### config.mk
export PLATFORM = sky130hd
export DESIGN_NAME = pmt_pair_majority_trigger
export DESIGN_NICKNAME = d
export VERILOG_FILES = /design/src/hw/rtl/pmt_pkg.sv /design/src/hw/rtl/pmt_lane.sv /design/src/hw/rtl/pmt_merge.sv /design/src/hw/rtl/pmt_pair_majority_trigger.sv
export VERILOG_INCLUDE_DIRS = /design/src /design/src/hw/rtl
export SDC_FILE = /design/constraint.sdc
export NUM_CORES = 1
export LEC_CHECK = 0
export ABC_AREA = 1
export BUFFER_PORTS_ARGS = -buffer_cell sky130_fd_sc_hd__buf_2
export CAP_MARGIN = 15
export CORE_MARGIN = 3
export CORE_UTILIZATION = 25
export CTS_BUF_LIST = sky130_fd_sc_hd__clkbuf_2
export CTS_CLUSTER_SIZE = 30
export DETAILED_ROUTE_END_ITERATION = 8
export PLACE_DENSITY = 0.39
export SLEW_MARGIN = 20
export SYNTH_ARGS = -nofsm -noshare
export SYNTH_HDL_FRONTEND = slang
export SYNTH_SLANG_ARGS = --single-unit
### constraint.sdc
create_clock -name aclk -period 5.1 [get_ports aclk]
set_input_delay 1.02 -clock aclk [delete_from_list [all_inputs] [get_ports aclk]]
set_output_delay 1.02 -clock aclk [all_outputs]
set_load 0.02 [all_outputs]
### src/hw/rtl/pmt_pair_majority_trigger_defines.svh
// Assertion macros for the pair-majority trigger.
`ifndef PMT_PAIR_MAJORITY_TRIGGER_DEFINES_SVH
`define PMT_PAIR_MAJORITY_TRIGGER_DEFINES_SVH

`ifndef SYNTH
// Check a property on aclk, skipped while reset is held.
`define PMT_ASSERT(label, prop) \
    label: assert property (@(posedge aclk) disable iff (!aresetn) prop) \
        else $error("pmt_pair_majority_trigger: assertion failed");
// Check a property on aclk at every edge, reset included.
`define PMT_ASSERT_ALWAYS(label, prop) \
    label: assert property (@(posedge aclk) prop) \
        else $error("pmt_pair_majority_trigger: assertion failed");
`else
`define PMT_ASSERT(label, prop)
`define PMT_ASSERT_ALWAYS(label, prop)
`endif

`endif

### src/hw/rtl/pmt_pkg.sv
// Shared constants and types for the pair-majority trigger.
`default_nettype none

package pmt_pkg;

    // Lane geometry
    localparam int PAIR_LANES   = 50;
    localparam int SINGLE_LANES = 8;
    localparam int DECIMATION   = 4;
    localparam int LANES        = PAIR_LANES + SINGLE_LANES;

    // Input field widths, fixed by the stream format
    localparam int PAIR_FIELD_W   = 50;
    localparam int SINGLE_FIELD_W = 8;
    localparam int S_TDATA_W      = ((2 * PAIR_FIELD_W + SINGLE_FIELD_W + 7) / 8) * 8;

    // Result and state widths
    localparam int IDX_W     = 20;
    localparam int CNT_W     = $clog2(LANES + 1);
    localparam int STRETCH_W = 4;
    localparam int PHASE_W   = (DECIMATION > 1) ? $clog2(DECIMATION) : 1;
    localparam int M_TDATA_W = ((2 * CNT_W + IDX_W + 7) / 8) * 8;

    // Merge tree: lanes are counted in groups of eight
    localparam int GROUP_SIZE = 8;
    localparam int GROUPS     = (LANES + GROUP_SIZE - 1) / GROUP_SIZE;
    localparam int LANES_PAD  = GROUPS * GROUP_SIZE;
    localparam int GRP_W      = $clog2(GROUP_SIZE + 1);

    // Configuration port
    localparam int CFG_ADDR_W = 2;
    localparam int CFG_DATA_W = 20;
    localparam logic [CFG_ADDR_W-1:0] CFG_PAIR_LOGIC_AND   = 2'd0;
    localparam logic [CFG_ADDR_W-1:0] CFG_STRETCH_WIDTH    = 2'd1;
    localparam logic [CFG_ADDR_W-1:0] CFG_WINDOW_START_BIN = 2'd2;
    localparam logic [CFG_ADDR_W-1:0] CFG_WINDOW_END_BIN   = 2'd3;

    // Register reset values
    localparam logic                 RST_PAIR_LOGIC_AND   = 1'b0;
    localparam logic [STRETCH_W-1:0] RST_STRETCH_WIDTH    = 4'd11;
    localparam logic [IDX_W-1:0]     RST_WINDOW_START_BIN = 20'd187500;
    localparam logic [IDX_W-1:0]     RST_WINDOW_END_BIN   = 20'd187700;

    // Per-request side information that follows the lane bits down the pipe
    typedef struct packed {
        logic             window_first;
        logic             window_last;
        logic [IDX_W-1:0] window_offset;
    } pmt_meta_t;

endpackage

`default_nettype wire

### src/hw/rtl/pmt_lane.sv
// One trigger lane: rising-edge detect and pulse stretch.
`default_nettype none

module pmt_lane (
    input  wire logic                          aclk,
    input  wire logic                          aresetn,
    input  wire logic                          step,
    input  wire logic                          raw,
    input  wire logic [pmt_pkg::STRETCH_W-1:0] stretch_width,
    output logic                               lane_out
);

    logic [pmt_pkg::STRETCH_W-1:0] stretch_left_reg;
    logic [pmt_pkg::STRETCH_W-1:0] stretch_left_next;
    logic                          prev_out_reg;
    logic                          held;
    logic                          out_now;

    // Hold the lane while the stretch counter runs; restart it on a rising edge
    always_comb begin
        held              = (stretch_left_reg != '0);
        out_now           = raw | held;
        stretch_left_next = held ? stretch_left_reg - 1'b1 : stretch_left_reg;
        if (raw && !prev_out_reg) begin
            stretch_left_next = stretch_width;
        end
    end

    // Advance lane state on kept ticks only
    always_ff @(posedge aclk) begin
        if (!aresetn) begin
            stretch_left_reg <= '0;
            prev_out_reg     <= 1'b1;
        end else if (step) begin
            stretch_left_reg <= stretch_left_next;
            prev_out_reg     <= out_now;
        end
    end

    // The last stretched value is the lane's result for the tick just taken
    assign lane_out = prev_out_reg;

endmodule

`default_nettype wire

### src/hw/rtl/pmt_merge.sv
// Lane merge: grouped popcount, total, running peak and output register.
`default_nettype none

module pmt_merge (
    input  wire logic                          aclk,
    input  wire logic                          aresetn,
    input  wire logic                          in_valid,
    output logic                               in_ready,
    input  wire logic [pmt_pkg::LANES-1:0]     lanes,
    input  wire pmt_pkg::pmt_meta_t            in_meta,
    output logic                               m_tvalid,
    input  wire logic                          m_tready,
    output logic [pmt_pkg::M_TDATA_W-1:0]      m_tdata,
    output logic                               m_tlast
);

    logic [pmt_pkg::LANES_PAD-1:0] lanes_pad;
    logic [pmt_pkg::GRP_W-1:0]     grp_next [pmt_pkg::GROUPS];
    logic [pmt_pkg::GRP_W-1:0]     grp_reg  [pmt_pkg::GROUPS];
    pmt_pkg::pmt_meta_t            meta_reg;
    logic                          grp_valid_reg;
    logic                          grp_ready;
    logic                          out_ready;
    logic                          out_load;

    logic [pmt_pkg::CNT_W-1:0]     total;
    logic [pmt_pkg::CNT_W-1:0]     peak_next;
    logic [pmt_pkg::CNT_W-1:0]     peak_reg;
    logic [pmt_pkg::CNT_W-1:0]     count_reg;
    logic [pmt_pkg::IDX_W-1:0]     offset_reg;
    logic                          last_reg;
    logic                          out_valid_reg;

    // Stage handshakes: a stage takes a request when empty or draining
    assign out_ready = !out_valid_reg || m_tready;
    assign out_load  = grp_valid_reg && out_ready;
    assign grp_ready = !grp_valid_reg || out_ready;
    assign in_ready  = grp_ready;

    // Count each group of eight lanes
    always_comb begin
        lanes_pad = pmt_pkg::LANES_PAD'(lanes);
        for (int g = 0; g < pmt_pkg::GROUPS; g++) begin
            grp_next[g] = '0;
            for (int b = 0; b < pmt_pkg::GROUP_SIZE; b++) begin
                grp_next[g] = grp_next[g]
                    + pmt_pkg::GRP_W'(lanes_pad[g * pmt_pkg::GROUP_SIZE + b]);
            end
        end
    end

    always_ff @(posedge aclk) begin
        if (!aresetn) begin
            grp_valid_reg <= 1'b0;
        end else if (grp_ready) begin
            grp_valid_reg <= in_valid;
        end
    end

    always_ff @(posedge aclk) begin
        if (grp_ready && in_valid) begin
            grp_reg  <= grp_next;
            meta_reg <= in_meta;
        end
    end

    // Add the group counts and update the peak
    always_comb begin
        total = '0;
        for (int g = 0; g < pmt_pkg::GROUPS; g++) begin
            total = total + pmt_pkg::CNT_W'(grp_reg[g]);
        end
        peak_next = (meta_reg.window_first || total > peak_reg) ? total : peak_reg;
    end

    always_ff @(posedge aclk) begin
        if (!aresetn) begin
            out_valid_reg <= 1'b0;
            peak_reg      <= '0;
        end else begin
            if (out_load) begin
                out_valid_reg <= 1'b1;
                peak_reg      <= peak_next;
            end else if (m_tready) begin
                out_valid_reg <= 1'b0;
            end
        end
    end

    always_ff @(posedge aclk) begin
        if (out_load) begin
            count_reg  <= total;
            offset_reg <= meta_reg.window_offset;
            last_reg   <= meta_reg.window_last;
        end
    end

    // Drive the result channel
    assign m_tvalid = out_valid_reg;
    assign m_tdata  = pmt_pkg::M_TDATA_W'({offset_reg, peak_reg, count_reg});
    assign m_tlast  = last_reg;

endmodule

`default_nettype wire

### src/hw/rtl/pmt_pair_majority_trigger.sv
// Top level of the pair-majority trigger: config, decimation, lanes, merge.
//
//  channel   direction  handshake          payload
//  s_        in         s_tvalid/s_tready  s_tdata: first, second, single tube hits
//  m_        out        m_tvalid/m_tready  m_tdata: lanes_on, peak, offset; m_tlast
//  cfg_      in         cfg_wr_en          cfg_addr, cfg_wr_data
//
// One raw tick is taken per cycle while s_tready is high; the block sustains a tick every clock unless m_tready stalls.
// A kept tick in the window raises m_tvalid through the lane register (loaded at the edge that takes it),
// then the group-count register, then the output register.
// Reset is synchronous on aresetn; no clearing pass is needed.
// A stalled m_tready backs up the three stages, then drops s_tready.
`default_nettype none

`include "pmt_pair_majority_trigger_defines.svh"

module pmt_pair_majority_trigger (
    input  wire logic                           aclk,
    input  wire logic                           aresetn,
    // first_tube_hits[49:0], second_tube_hits[99:50], single_tube_hits[107:100]
    input  wire logic [pmt_pkg::S_TDATA_W-1:0]  s_tdata,
    input  wire logic                           s_tvalid,
    output logic                                s_tready,
    // lanes_on[5:0], peak_lanes_on[11:6], window_offset[31:12]
    output logic [pmt_pkg::M_TDATA_W-1:0]       m_tdata,
    output logic                                m_tlast,
    output logic                                m_tvalid,
    input  wire logic                           m_tready,
    input  wire logic                           cfg_wr_en,
    input  wire logic [pmt_pkg::CFG_ADDR_W-1:0] cfg_addr,
    input  wire logic [pmt_pkg::CFG_DATA_W-1:0] cfg_wr_data
);

    logic                          pair_and_reg;
    logic [pmt_pkg::STRETCH_W-1:0] stretch_width_reg;
    logic [pmt_pkg::IDX_W-1:0]     win_start_reg;
    logic [pmt_pkg::IDX_W-1:0]     win_end_reg;

    logic [pmt_pkg::PHASE_W-1:0]   phase_reg;
    logic [pmt_pkg::PHASE_W-1:0]   phase_next;
    logic [pmt_pkg::IDX_W-1:0]     tick_idx_reg;
    logic                          s_fire;
    logic                          kept;
    logic                          step;
    logic                          in_window;
    pmt_pkg::pmt_meta_t            meta_next;
    pmt_pkg::pmt_meta_t            meta_reg;
    logic                          lane_valid_reg;
    logic                          merge_ready;

    logic [pmt_pkg::LANES-1:0]     raw;
    logic [pmt_pkg::LANES-1:0]     lane_bits;

    logic [pmt_pkg::CNT_W-1:0]     chk_count;
    logic [pmt_pkg::CNT_W-1:0]     chk_peak;
    logic [pmt_pkg::IDX_W-1:0]     chk_offset;

    // Write configuration registers
    always_ff @(posedge aclk) begin
        if (!aresetn) begin
            pair_and_reg      <= pmt_pkg::RST_PAIR_LOGIC_AND;
            stretch_width_reg <= pmt_pkg::RST_STRETCH_WIDTH;
            win_start_reg     <= pmt_pkg::RST_WINDOW_START_BIN;
            win_end_reg       <= pmt_pkg::RST_WINDOW_END_BIN;
        end else if (cfg_wr_en) begin
            unique case (cfg_addr)
                pmt_pkg::CFG_PAIR_LOGIC_AND: begin
                    pair_and_reg <= cfg_wr_data[0];
                end
                pmt_pkg::CFG_STRETCH_WIDTH: begin
                    stretch_width_reg <= cfg_wr_data[pmt_pkg::STRETCH_W-1:0];
                end
                pmt_pkg::CFG_WINDOW_START_BIN: begin
                    win_start_reg <= cfg_wr_data[pmt_pkg::IDX_W-1:0];
                end
                pmt_pkg::CFG_WINDOW_END_BIN: begin
                    win_end_reg <= cfg_wr_data[pmt_pkg::IDX_W-1:0];
                end
                default: begin
                end
            endcase
        end
    end

    // Decimate: keep the first tick of every group
    assign s_tready = !lane_valid_reg || merge_ready;
    assign s_fire   = s_tvalid && s_tready;
    assign kept     = (phase_reg == '0);
    assign step     = s_fire && kept;

    always_comb begin
        if (phase_reg == pmt_pkg::PHASE_W'(pmt_pkg::DECIMATION - 1)) begin
            phase_next = '0;
        end else begin
            phase_next = phase_reg + 1'b1;
        end
    end

    // Classify the kept tick against the window
    always_comb begin
        in_window               = (tick_idx_reg >= win_start_reg)
                                  && (tick_idx_reg < win_end_reg);
        meta_next.window_first  = (tick_idx_reg == win_start_reg);
        meta_next.window_last   = (tick_idx_reg == win_end_reg - 1'b1);
        meta_next.window_offset = tick_idx_reg - win_start_reg;
    end

    always_ff @(posedge aclk) begin
        if (!aresetn) begin
            phase_reg      <= '0;
            tick_idx_reg   <= '0;
            lane_valid_reg <= 1'b0;
        end else begin
            if (s_fire) begin
                phase_reg <= phase_next;
            end
            if (step) begin
                tick_idx_reg <= tick_idx_reg + 1'b1;
            end
            if (s_tready) begin
                lane_valid_reg <= step && in_window;
            end
        end
    end

    always_ff @(posedge aclk) begin
        if (step) begin
            meta_reg <= meta_next;
        end
    end

    // Combine tube pairs and pass single tubes through
    for (genvar k = 0; k < pmt_pkg::PAIR_LANES; k++) begin : g_pair_raw
        assign raw[k] = pair_and_reg
            ? (s_tdata[k] & s_tdata[pmt_pkg::PAIR_FIELD_W + k])
            : (s_tdata[k] | s_tdata[pmt_pkg::PAIR_FIELD_W + k]);
    end
    for (genvar k = 0; k < pmt_pkg::SINGLE_LANES; k++) begin : g_single_raw
        assign raw[pmt_pkg::PAIR_LANES + k] = s_tdata[2 * pmt_pkg::PAIR_FIELD_W + k];
    end

    // Lanes run side by side
    for (genvar k = 0; k < pmt_pkg::LANES; k++) begin : g_lane
        pmt_lane u_lane (
            .aclk          (aclk),
            .aresetn       (aresetn),
            .step          (step),
            .raw           (raw[k]),
            .stretch_width (stretch_width_reg),
            .lane_out      (lane_bits[k])
        );
    end

    // Merge lane results into count and peak
    pmt_merge u_merge (
        .aclk     (aclk),
        .aresetn  (aresetn),
        .in_valid (lane_valid_reg),
        .in_ready (merge_ready),
        .lanes    (lane_bits),
        .in_meta  (meta_reg),
        .m_tvalid (m_tvalid),
        .m_tready (m_tready),
        .m_tdata  (m_tdata),
        .m_tlast  (m_tlast)
    );

    // Split the result fields for the checks
    assign chk_count  = m_tdata[pmt_pkg::CNT_W-1:0];
    assign chk_peak   = m_tdata[2*pmt_pkg::CNT_W-1:pmt_pkg::CNT_W];
    assign chk_offset = m_tdata[2*pmt_pkg::CNT_W +: pmt_pkg::IDX_W];

    // Checks
    `PMT_ASSERT(a_peak_covers_count, m_tvalid |-> (chk_peak >= chk_count))
    `PMT_ASSERT(a_count_in_range,
        m_tvalid |-> (chk_count <= pmt_pkg::CNT_W'(pmt_pkg::LANES)))
    `PMT_ASSERT(a_window_start_resets_peak,
        (m_tvalid && chk_offset == '0) |-> (chk_peak == chk_count))
    `PMT_ASSERT(a_dropped_tick_no_request,
        (s_fire && !kept) |=> !lane_valid_reg)
    `PMT_ASSERT_ALWAYS(a_reset_clears_output,
        !aresetn |=> !m_tvalid)

endmodule

`default_nettype wire
==> run_results.csv, run 1 <==
group,metric,value,unit
timing,setup-violations-final,0,
pwr,clockPowerShare,27.7,%
worst_setup_path,crit_path_max_fanout,9,
pwr,p_sw_share,36.9,%
timing,finalCritPeriodShare,94.4,%
timing,setup_slack,0.284,ns
placement,count_of_buffers_inserted_at_the_top_level_ports,169,
synth,ys_ff_latch,467,
drt,route.vias.total,24400,
worst_setup_path,slowest_stage,"sky130_fd_sc_hd__fa_1",
worst_hold_path,timing.hold.worst.class,"in2reg",
timing,final.hold.worst_slack,0.263,ns
global_routing,grt_pass1_wl,133000,um
timing,slew_headroom,29.4,%
drt,number_of_design_rule_violations_left_after_detail_routing,0,
synth,syn_area_per_cell,7.87,sq um
synth,async_flop_share,0,%
worst_setup_path,cp_slowest_stage_delay,0.50,ns
synth,share_of_synthesized_cell_area_in_full_adder_half_adder_and_majority_cells,12.1,%
worst_setup_path,worst_setup_path_start_kind,"register",
drt,first_iter_violations,1163,
worst_setup_path,timing_worst_setup_path_type,"reg2reg",
die,boundaryPins,174,
synth,post-synth-top-area-fraction,26.0,%
die,initial_core_util,25.3,%
final_layout,final_core_util,30.4,%
final_layout,syn_to_final_growth,19.9,%
clock_network,clk_latency,1.39,ns
pwr,fin_total_pwr,11100,uW
timing,worst_slew_pin_slew,1.06,ns
status,status,"finished, final reports clean",
pwr,switching_power,4120,uW
die,dieWidth,342,um
final_layout,drive_above_1_share,15.2,%
synth,post_syn_area,28200,sq um
synth,yosys-mux-area-fraction,2.48,%
global_routing,first_global_vias,23900,
synth,post_synthesis_simple_gate_area_fraction,16.7,%
synth,synth_top_family_by_area,"compound AO/OA/AOI/OAI gates",
timing,worst_clock_skew,0.147,ns
die,die_height,342,um
drt,detailedRoute.firstPassIterationCount,5,
timing,fmax,208,MHz
die,floorplan.die_area,117000,sq um
die,placement_rows,122,
pwr,seqPwrFrac,39.9,%
global_routing,grt_overflow,0,
synth,synth_most_common_cell,"sky130_fd_sc_hd__inv_1",
die,design.core.area,111000,sq um
worst_setup_path,cp.arrival,6.09,ns
global_routing,track_usage,14.4,%
worst_setup_path,worst_path_dominant_cell_family,"adder cells",
worst_setup_path,critical_path_required,6.38,ns
timing,slew_viol_final,0,
synth,synth_enable_flop_cells,101,
synth,syn_inst,3582,
synth,synth_compound_area_share,18.4,%
synth,synth.largest_area_cell,"sky130_fd_sc_hd__dfxtp_1",
synth,synth_xor_area_share,3.42,%
clock_network,cts_buffer_depth,3,
pwr,vdd_drop_max,0.000202,V
synth,ys_dominant_reg_cell,"sky130_fd_sc_hd__dfxtp_1",
clock_network,tritoncts,"built",
clock_network,num_cts_buffers,146,
worst_setup_path,path_common_cell,"sky130_fd_sc_hd__inv_1",
placement,place_congestion,0.777,
global_routing,grt_max_degree,103,
final_layout,final_net_count,4388,
pwr,static-leakage-power,0.0153,uW
synth,yosys-top-cells-count,"sky130_fd_sc_hd__inv_1 (598), sky130_fd_sc_hd__nand2_1 (405), sky130_fd_sc_hd__dfxtp_1 (366), sky130_fd_sc_hd__o21ai_0 (355), sky130_fd_sc_hd__a21oi_1 (344)",
timing,final-hold-violation-count,0,
final_layout,largest_register_ff_count,232,
drt,residual_antenna_violating_net_count_after_detailed_routing,0,
pwr,power_density,330,nW/um^2
clock_network,clock_sink_count,467,
drt,wl,84200,um
synth,seq_area_frac_synth,36.7,%
drt,via_cell_ratio,4.36,
timing,min_cycle_time_layout,4.82,ns
placement,dpl.hpwl,56500,um
global_routing,initial_antenna_violation_count,5,
flow_run,drv_cap,0,
pwr,comb_power_share,32.4,%
drt,post_drt_wl_per_cell,15.0,um
clock_network,htree_levels,4,
pwr,internal_power,7030,uW
synth,mappedNetlistNets,3966,
worst_setup_path,cp-end-kind,"register",
clock_network,clk_root_buffer_cell,"sky130_fd_sc_hd__clkbuf_2",
worst_setup_path,path_cells,"ha_2 > inv_1 > fa_1 > inv_1 > fa_1 > inv_1 > fa_1 > fa_1 > inv_1 > ha_1 > inv_1 > fa_2 > o21ai_2 > xor2_2 > ha_1 > nand2_1 > nor2_1 > o21ai_0 > nand3_1 > a21o_1 > nand2_4 > buf_4 > a21oi_1",
clock_network,clk_pin_slew,0.08,ns
worst_setup_path,critPathBufInv,6,
worst_setup_path,r2r_slack,0.28,ns
placement,placement_stage_worst_setup_slack,0.0258,ns
synth,yosys-top-cells-area,"sky130_fd_sc_hd__dfxtp_1 (26%), sky130_fd_sc_hd__edfxtp_1 (11%), sky130_fd_sc_hd__ha_1 (8.7%), sky130_fd_sc_hd__inv_1 (8.0%), sky130_fd_sc_hd__o21ai_0 (6.3%)",
synth,number_of_distinct_standard_cells_referenced_by_the_synthesized_netlist,47,
synth,synth.yosys.warnings,0,
-- tightest hold or removal path, cell delays in order --
cell	delay (ns)
sky130_fd_sc_hd__buf_2	0.09
sky130_fd_sc_hd__inv_1	0.07
sky130_fd_sc_hd__o21ai_0	0.10
sky130_fd_sc_hd__a21oi_1	0.13
sky130_fd_sc_hd__o21ai_0	0.07
-- area by class of cell --
cell class	count	area, sq um
fillers	12100	77500
multi-input cells	2384	15000
flip-flops and latches	467	10400
repair buffers	374	2860
inverters	631	2380
well taps	1488	1860
clock buffers	233	1170
clock inverters	18	138
diodes	4	10.0
-- per-stage QoR --
stage                     instances    TNS, ns  area (sq um)
final                          5599          0         33800
after global routing           5597    -0.0112         33800
after CTS                      5595          0         33800
after detailed placement       5162          0         30700
after global placement         5162  -0.000639         30700
after floorplan                3582          0         28200
-- final timing paths --
path	cells past startpoint	from	end
worst max register to register	23	u_merge.grp_reg[24]	u_merge.peak_reg[5]
worst min register to register	0	u_merge.meta_reg[17]	u_merge.offset_reg[17]
worst max-delay path	23	u_merge.grp_reg[24]	u_merge.peak_reg[5]
worst min-delay path	5	s_tdata[26]	g_lane[26].u_lane.lane_out
-- routing by layer --
layer,wire [um],up-vias,global-route usage (%)
li1,-,12800,-
met1,40600,11100,19.1
met2,38300,364,23.4
met3,3080,153,2.82
met4,2160,4,5.07
met5,27,-,0
-- placed cells by master, fill, tap and decap left out, types with 181 or more instances in the layout --
master / n
sky130_fd_sc_hd__a21oi_1: 343
sky130_fd_sc_hd__clkbuf_2: 233
sky130_fd_sc_hd__dfxtp_1: 365
sky130_fd_sc_hd__dlygate4sd3_1: 181
sky130_fd_sc_hd__ha_1: 196
sky130_fd_sc_hd__inv_1: 595
sky130_fd_sc_hd__nand2_1: 404
sky130_fd_sc_hd__nand3_1: 200
sky130_fd_sc_hd__nor2_1: 228
sky130_fd_sc_hd__o21ai_0: 354
-- cells by family (layout without fill, tap and decap cells) --
group                    after synthesis  in the layout
AO/OA/AOI/OAI                        937            937
XOR/XNOR                             110            110
adder cells (fa/ha/maj)              245            245
buffers and inverters                731           1256
flip-flops                           467            467
multiplexers                          70             70
other                                  0              4
AND/OR/NAND/NOR                     1022           1022
-- what timing repair did --
item                                    4_1_cts  5_1_grt
pin swaps                                     0        3
endpoints found under the hold margin       156        0
hold buffers                                181        0
gates cloned                                  0        0
endpoints found under the setup margin        5        6
buffers inserted                              1        0
gates resized for setup                       1        7
-- power groups by stage --
stage                     clock [uW]  sequential (uW)  combinational [uW]
after detailed placement           0             4540                3480
final                           3090             4450                3610
after floorplan                    0             4470                2660
after global routing            3510             4500                4220
after global placement             0             4540                3480
after CTS                       3330             4450                3680
(Power assumes the default switching activity.)
==> run 2, diff against run 1 <==
--- a/config.mk
+++ b/config.mk
@@ -14,6 +14,7 @@
 export CTS_BUF_LIST = sky130_fd_sc_hd__clkbuf_2
 export CTS_CLUSTER_SIZE = 30
 export DETAILED_ROUTE_END_ITERATION = 8
+export MAX_ROUTING_LAYER = met4
 export PLACE_DENSITY = 0.39
 export SLEW_MARGIN = 20
 export SYNTH_ARGS = -nofsm -noshare
==> run_results.csv, run 2 (synthesis gave the netlist of run 1 again) <==
group,metric,value,unit
die,die_height,342,um
drt,detailedRoute.firstPassIterationCount,5,
worst_setup_path,path_common_cell,"sky130_fd_sc_hd__inv_1",
clock_network,clock_sink_count,467,
placement,count_of_buffers_inserted_at_the_top_level_ports,169,
worst_setup_path,cp-end-kind,"register",
global_routing,track_usage,14.8,%
final_layout,fin_area,33800,sq um
clock_network,clk_latency,1.39,ns
placement,place_area,30700,sq um
placement,place_congestion,0.787,
final_layout,final_core_util,30.4,%
clock_network,cts_buffer_depth,3,
placement,dpl.hpwl,56500,um
clock_network,tritoncts,"built",
timing,fmax,208,MHz
die,placement_rows,122,
final_layout,drive_above_1_share,15.2,%
global_routing,grt_util_met2,23.4,%
die,floorplan.die_area,117000,sq um
worst_setup_path,worst_path_dominant_cell_family,"adder cells",
clock_network,clk_pin_slew,0.08,ns
timing,setup_slack,0.283,ns
die,initial_core_util,25.3,%
timing,setup-violations-final,0,
placement,placement_stage_worst_setup_slack,0.0258,ns
clock_network,num_cts_buffers,146,
flow_run,drv_cap,0,
global_routing,first_global_vias,23900,
clock_network,htree_levels,4,
worst_setup_path,timing_worst_setup_path_type,"reg2reg",
pwr,fin_total_pwr,11100,uW
drt,post_drt_wl_per_cell,15.0,um
final_layout,final_net_count,4388,
timing,finalCritPeriodShare,94.4,%
global_routing,grt_pass1_wl,133000,um
worst_setup_path,critical_path_required,6.39,ns
worst_setup_path,cp_slowest_stage_delay,0.50,ns
global_routing,grt_overflow,0,
timing,final-hold-violation-count,0,
global_routing,globalRouteMet1Util,19.1,%
worst_setup_path,slowest_stage,"sky130_fd_sc_hd__fa_1",
global_routing,grt_met3_use,2.82,%
final_layout,largest_register_ff_count,232,
drt,route.vias.total,24400,
worst_setup_path,worst_setup_path_start_kind,"register",
worst_setup_path,path_cells,"ha_2 > inv_1 > fa_1 > inv_1 > fa_1 > inv_1 > fa_1 > fa_1 > inv_1 > ha_1 > inv_1 > fa_2 > o21ai_2 > xor2_2 > ha_1 > nand2_1 > nor2_1 > o21ai_0 > nand3_1 > a21o_1 > nand2_4 > buf_4 > a21oi_1",
global_routing,grt_max_degree,103,
worst_setup_path,critPathBufInv,6,
global_routing,initial_antenna_violation_count,5,
drt,residual_antenna_violating_net_count_after_detailed_routing,0,
drt,first_iter_violations,1136,
worst_setup_path,cp.arrival,6.10,ns
final_layout,highest_count_cells_in_the_layout_ignoring_fill_and_taps,"sky130_fd_sc_hd__inv_1 (595), sky130_fd_sc_hd__nand2_1 (404), sky130_fd_sc_hd__dfxtp_1 (365), sky130_fd_sc_hd__o21ai_0 (354), sky130_fd_sc_hd__a21oi_1 (343)",
global_routing,grt_most_used_layer,"met2",
status,status,"finished, final reports clean",
drt,number_of_design_rule_violations_left_after_detail_routing,0,
pwr,power_density,330,nW/um^2
final_layout,layout.filler_cells,12100,
drt,via_cell_ratio,4.36,
worst_setup_path,crit_path_max_fanout,9,
pwr,vdd_drop_max,0.000204,V
timing,slew_headroom,29.6,%
final_layout,final_common_cell,"sky130_fd_sc_hd__inv_1",
drt,wl,84200,um
die,boundaryPins,174,
timing,worst_slew_pin_slew,1.06,ns
die,design.core.area,111000,sq um
pwr,static-leakage-power,0.0153,uW
timing,min_cycle_time_layout,4.82,ns
timing,worst_clock_skew,0.144,ns
clock_network,clk_root_buffer_cell,"sky130_fd_sc_hd__clkbuf_2",
worst_hold_path,timing.hold.worst.class,"in2reg",
timing,slew_viol_final,0,
final_layout,syn_to_final_growth,20.0,%
timing,final.hold.worst_slack,0.254,ns
die,dieWidth,342,um
## run 2: layer usage
| layer | up-vias | routed length [um] |
|---|---|---|
| li1 | 12800 | - |
| met2 | 340 | 38400 |
| met4 | 0 | 2130 |
| met1 | 11100 | 40700 |
| met5 | - | 0 |
| met3 | 154 | 2970 |
## run 2: where the power goes
part / switching [uW] / internal [uW]
clock network: 1800 / 1290
logic: 2080 / 1530
registers: 236 / 4210
total: 4120 / 7030
## run 2: cell type report
class | count | area [sq um] | area share, %
diodes | 6 | 15.0 | 0.0444
clock buffers | 233 | 1170 | 3.45
clock inverters | 18 | 138 | 0.407
inverters | 631 | 2380 | 7.03
multi-input cells | 2384 | 15000 | 44.5
flip-flops and latches | 467 | 10400 | 30.6
well taps | 1488 | 1860 | 5.50
repair buffers | 374 | 2860 | 8.44
## run 2: final timing paths
kind,start,endpoint,slack (ns),cells after the start
min reg2reg,u_merge.meta_reg[17],u_merge.offset_reg[17],0.42,0
min,s_tdata[26],g_lane[26].u_lane.lane_out,0.25,5
max,u_merge.grp_reg[24],u_merge.peak_reg[5],0.28,23
max reg2reg,u_merge.grp_reg[24],u_merge.peak_reg[5],0.28,23
## run 2: through the flow
stage          setup TNS, ns  instances
2_1_floorplan              0       3582
3_3_place_gp       -0.000639       5162
3_5_place_dp               0       5162
4_1_cts                    0       5595
5_1_grt              -0.0112       5600
6_report                   0       5601
## run 2: repair_timing
action / in CTS / in global routing
endpoints found under the hold margin: 156 / 0
pin swaps: 0 / 3
buffers inserted: 1 / 0
gates resized for setup: 1 / 7
endpoints found under the setup margin: 5 / 6
hold buffers: 181 / 0
## run 2: worst min-delay path: cells and delay by family
| kind | cells | cell delay (ns) |
|---|---|---|
| buffers and inverters | 2 | 0.16 |
| AOI/OAI and AO/OA | 3 | 0.30 |
==> run 3, diff against run 2 <==
--- a/config.mk
+++ b/config.mk
@@ -10,13 +10,14 @@
 export BUFFER_PORTS_ARGS = -buffer_cell sky130_fd_sc_hd__buf_2
 export CAP_MARGIN = 15
 export CORE_MARGIN = 3
-export CORE_UTILIZATION = 25
+export CORE_UTILIZATION = 50
 export CTS_BUF_LIST = sky130_fd_sc_hd__clkbuf_2
 export CTS_CLUSTER_SIZE = 30
 export DETAILED_ROUTE_END_ITERATION = 8
 export MAX_ROUTING_LAYER = met4
-export PLACE_DENSITY = 0.39
+export PLACE_DENSITY = 0.68
 export SLEW_MARGIN = 20
 export SYNTH_ARGS = -nofsm -noshare
 export SYNTH_HDL_FRONTEND = slang
 export SYNTH_SLANG_ARGS = --single-unit
+export TNS_END_PERCENT = 50
==> run_results.csv, run 3 (synthesis gave the netlist of run 1 again) <==
group,metric,value,unit
die,placement_rows,86,
status,status,"finished, final reports clean",
die,die_height,243,um
worst_setup_path,slowest_stage,"sky130_fd_sc_hd__fa_1",
drt,first_iter_violations,1417,
drt,post_drt_wl_per_cell,14.6,um
drt,via_cell_ratio,5.13,
placement,placement_stage_worst_setup_slack,-0.00212,ns
worst_setup_path,cp.arrival,5.90,ns
drt,route.vias.total,24100,
pwr,static-leakage-power,0.0146,uW
worst_setup_path,worst_setup_path_start_kind,"register",
timing,final.hold.worst_slack,0.186,ns
timing,slew_viol_final,0,
final_layout,largest_register_ff_count,232,
global_routing,first_global_vias,22400,
timing,worst_clock_skew,0.0650,ns
clock_network,clock_sink_count,467,
pwr,vdd_drop_max,0.000213,V
timing,worst_slew_pin_slew,1.02,ns
global_routing,initial_antenna_violation_count,3,
placement,dpl.hpwl,46600,um
pwr,switching_power,3840,uW
pwr,comb_power_share,32.3,%
worst_setup_path,r2r_cells,21,
die,dieWidth,243,um
drt,wl,68800,um
drt,residual_antenna_violating_net_count_after_detailed_routing,0,
timing,setup_slack,0.316,ns
worst_setup_path,r2r_slack,0.32,ns
die,floorplan.die_area,59300,sq um
timing,fmax,209,MHz
timing,unrepaired_setup_endpoints_after_global_routing,"false",
clock_network,tritoncts,"built",
worst_setup_path,path_cells,"ha_4 > a21oi_1 > nand2_1 > xnor2_2 > fa_1 > fa_1 > fa_1 > inv_1 > ha_1 > a21oi_1 > nand2_1 > xor2_2 > ha_1 > nand2_1 > nor2_2 > o21ai_0 > nand3_1 > a21o_1 > nand2_4 > o21ai_0 > nor2_1",
timing,setup-violations-final,0,
flow_run,drv_cap,0,
final_layout,final_net_count,4249,
final_layout,final_common_cell,"sky130_fd_sc_hd__inv_1",
worst_hold_path,min_to,"g_lane[10].u_lane.lane_out",
pwr,seqPwrFrac,42.1,%
worst_setup_path,reg2reg_to,"u_merge.peak_reg[0]",
timing,finalCritPeriodShare,93.8,%
worst_setup_path,worst_r2r_start,"u_merge.grp_reg[26]",
timing,min_cycle_time_layout,4.78,ns
worst_hold_path,timing.hold.worst.class,"in2reg",
placement,count_of_buffers_inserted_at_the_top_level_ports,169,
placement,place_congestion,0.874,
worst_setup_path,critical_path_required,6.22,ns
drt,number_of_design_rule_violations_left_after_detail_routing,0,
pwr,clockPowerShare,25.6,%
clock_network,num_cts_buffers,131,
drt,detailedRoute.firstPassIterationCount,5,
clock_network,clk_latency,1.26,ns
worst_hold_path,worst_hold_startpoint,"s_tdata[10]",
worst_setup_path,cp_slowest_stage_delay,0.55,ns
worst_setup_path,crit_path_max_fanout,11,
clock_network,htree_levels,4,
pwr,p_sw_share,36.4,%
global_routing,grt_pass1_wl,112000,um
clock_network,cts_buffer_depth,3,
worst_setup_path,cp-end-kind,"register",
final_layout,fin_area,31500,sq um
worst_hold_path,timing.hold.worst_path_depth,5,
worst_setup_path,timing_worst_setup_path_type,"reg2reg",
global_routing,track_usage,23.8,%
timing,final-hold-violation-count,0,
global_routing,grt_overflow,0,
die,initial_core_util,50.9,%
pwr,internal_power,6710,uW
placement,place_area,29700,sq um
final_layout,drive_above_1_share,14.6,%
pwr,power_density,335,nW/um^2
final_layout,highest_count_cells_in_the_layout_ignoring_fill_and_taps,"sky130_fd_sc_hd__inv_1 (595), sky130_fd_sc_hd__nand2_1 (404), sky130_fd_sc_hd__dfxtp_1 (365), sky130_fd_sc_hd__o21ai_0 (354), sky130_fd_sc_hd__a21oi_1 (343)",
clock_network,clk_pin_slew,0.09,ns
global_routing,grt_max_degree,98,
clock_network,clk_root_buffer_cell,"sky130_fd_sc_hd__clkbuf_2",
die,design.core.area,55400,sq um
final_layout,syn_to_final_growth,11.7,%
die,boundaryPins,174,
timing,slew_headroom,32.3,%
-- run 3: area by class of cell --
class | instances | area, sq um
Tap cell | 748 | 936
Sequential cell | 467 | 10400
Multi-Input combinational cell | 2384 | 15100
Inverter | 631 | 2380
Clock inverter | 33 | 184
Fill cell | 5217 | 23900
Timing Repair Buffer | 250 | 1640
Antenna cell | 3 | 7.51
Clock buffer | 189 | 946
-- run 3: layer usage --
metal / up-vias / share of wire [%] / GRT usage [%]
met5: - / 0 / -
met4: 0 / 2.3 / 8.32
met3: 125 / 5.1 / 4.42
met2: 509 / 45 / 36.8
met1: 10900 / 47 / 31.3
li1: 12600 / - / -
-- run 3: repair_timing --
action / 4_1_cts / 5_1_grt
setup endpoints to repair: 3 / 6
endpoints found under the hold margin: 75 / 0
pin swaps: 0 / 2
setup buffers: 0 / 1
hold buffers: 65 / 0
gates resized for setup: 1 / 9
-- run 3: power groups by stage --
| stage | logic (uW) | clock network, uW | registers (uW) |
|---|---|---|---|
| after CTS | 3420 | 2810 | 4440 |
| after global placement | 3280 | 0 | 4520 |
| after detailed placement | 3360 | 0 | 4520 |
| after global routing | 3950 | 3020 | 4490 |
| final | 3410 | 2700 | 4440 |
| after floorplan | 2660 | 0 | 4470 |
-- run 3: how the worst max path moves through the flow --
| stage | startpoint | endpoint | slack [ns] | depth (start not counted) |
|---|---|---|---|---|
| after floorplan | u_merge.grp_reg[24] | u_merge.peak_reg[1] | 0.27 | 24 |
| after global placement | u_merge.grp_reg[24] | u_merge.peak_reg[5] | 0.02 | 23 |
| after detailed placement | u_merge.grp_reg[24] | u_merge.peak_reg[1] | -0.002 | 23 |
| after CTS | u_merge.grp_reg[25] | u_merge.peak_reg[2] | 0.08 | 22 |
| after global routing | u_merge.grp_reg[24] | u_merge.peak_reg[3] | 0.03 | 23 |
| final | u_merge.grp_reg[26] | u_merge.peak_reg[0] | 0.32 | 21 |
-- run 3: worst max-delay path: cells and delay by family (launching register included) --
| kind | cells | cell delay, ns |
|---|---|---|
| AOI/OAI and AO/OA | 5 | 0.74 |
| and+or+nand+nor | 7 | 0.63 |
| xor gates and xnor gates | 2 | 0.34 |
| adders and majority gates | 6 | 2.46 |
| buffers and inverters | 1 | 0.04 |
| DFF | 1 | 0.45 |
-- run 3: stage by stage --
stage / utilization, % / power [uW] / setup TNS (ns) / std cells
6_report: 56.8 / 10600 / 0 / 4705
5_1_grt: 56.8 / 11500 / 0 / 4705
4_1_cts: 56.7 / 10700 / 0 / 4701
3_5_place_dp: 53.5 / 7880 / -0.00284 / 4414
3_3_place_gp: 53.5 / 7800 / 0 / 4414
2_1_floorplan: - / 7130 / 0 / 3582
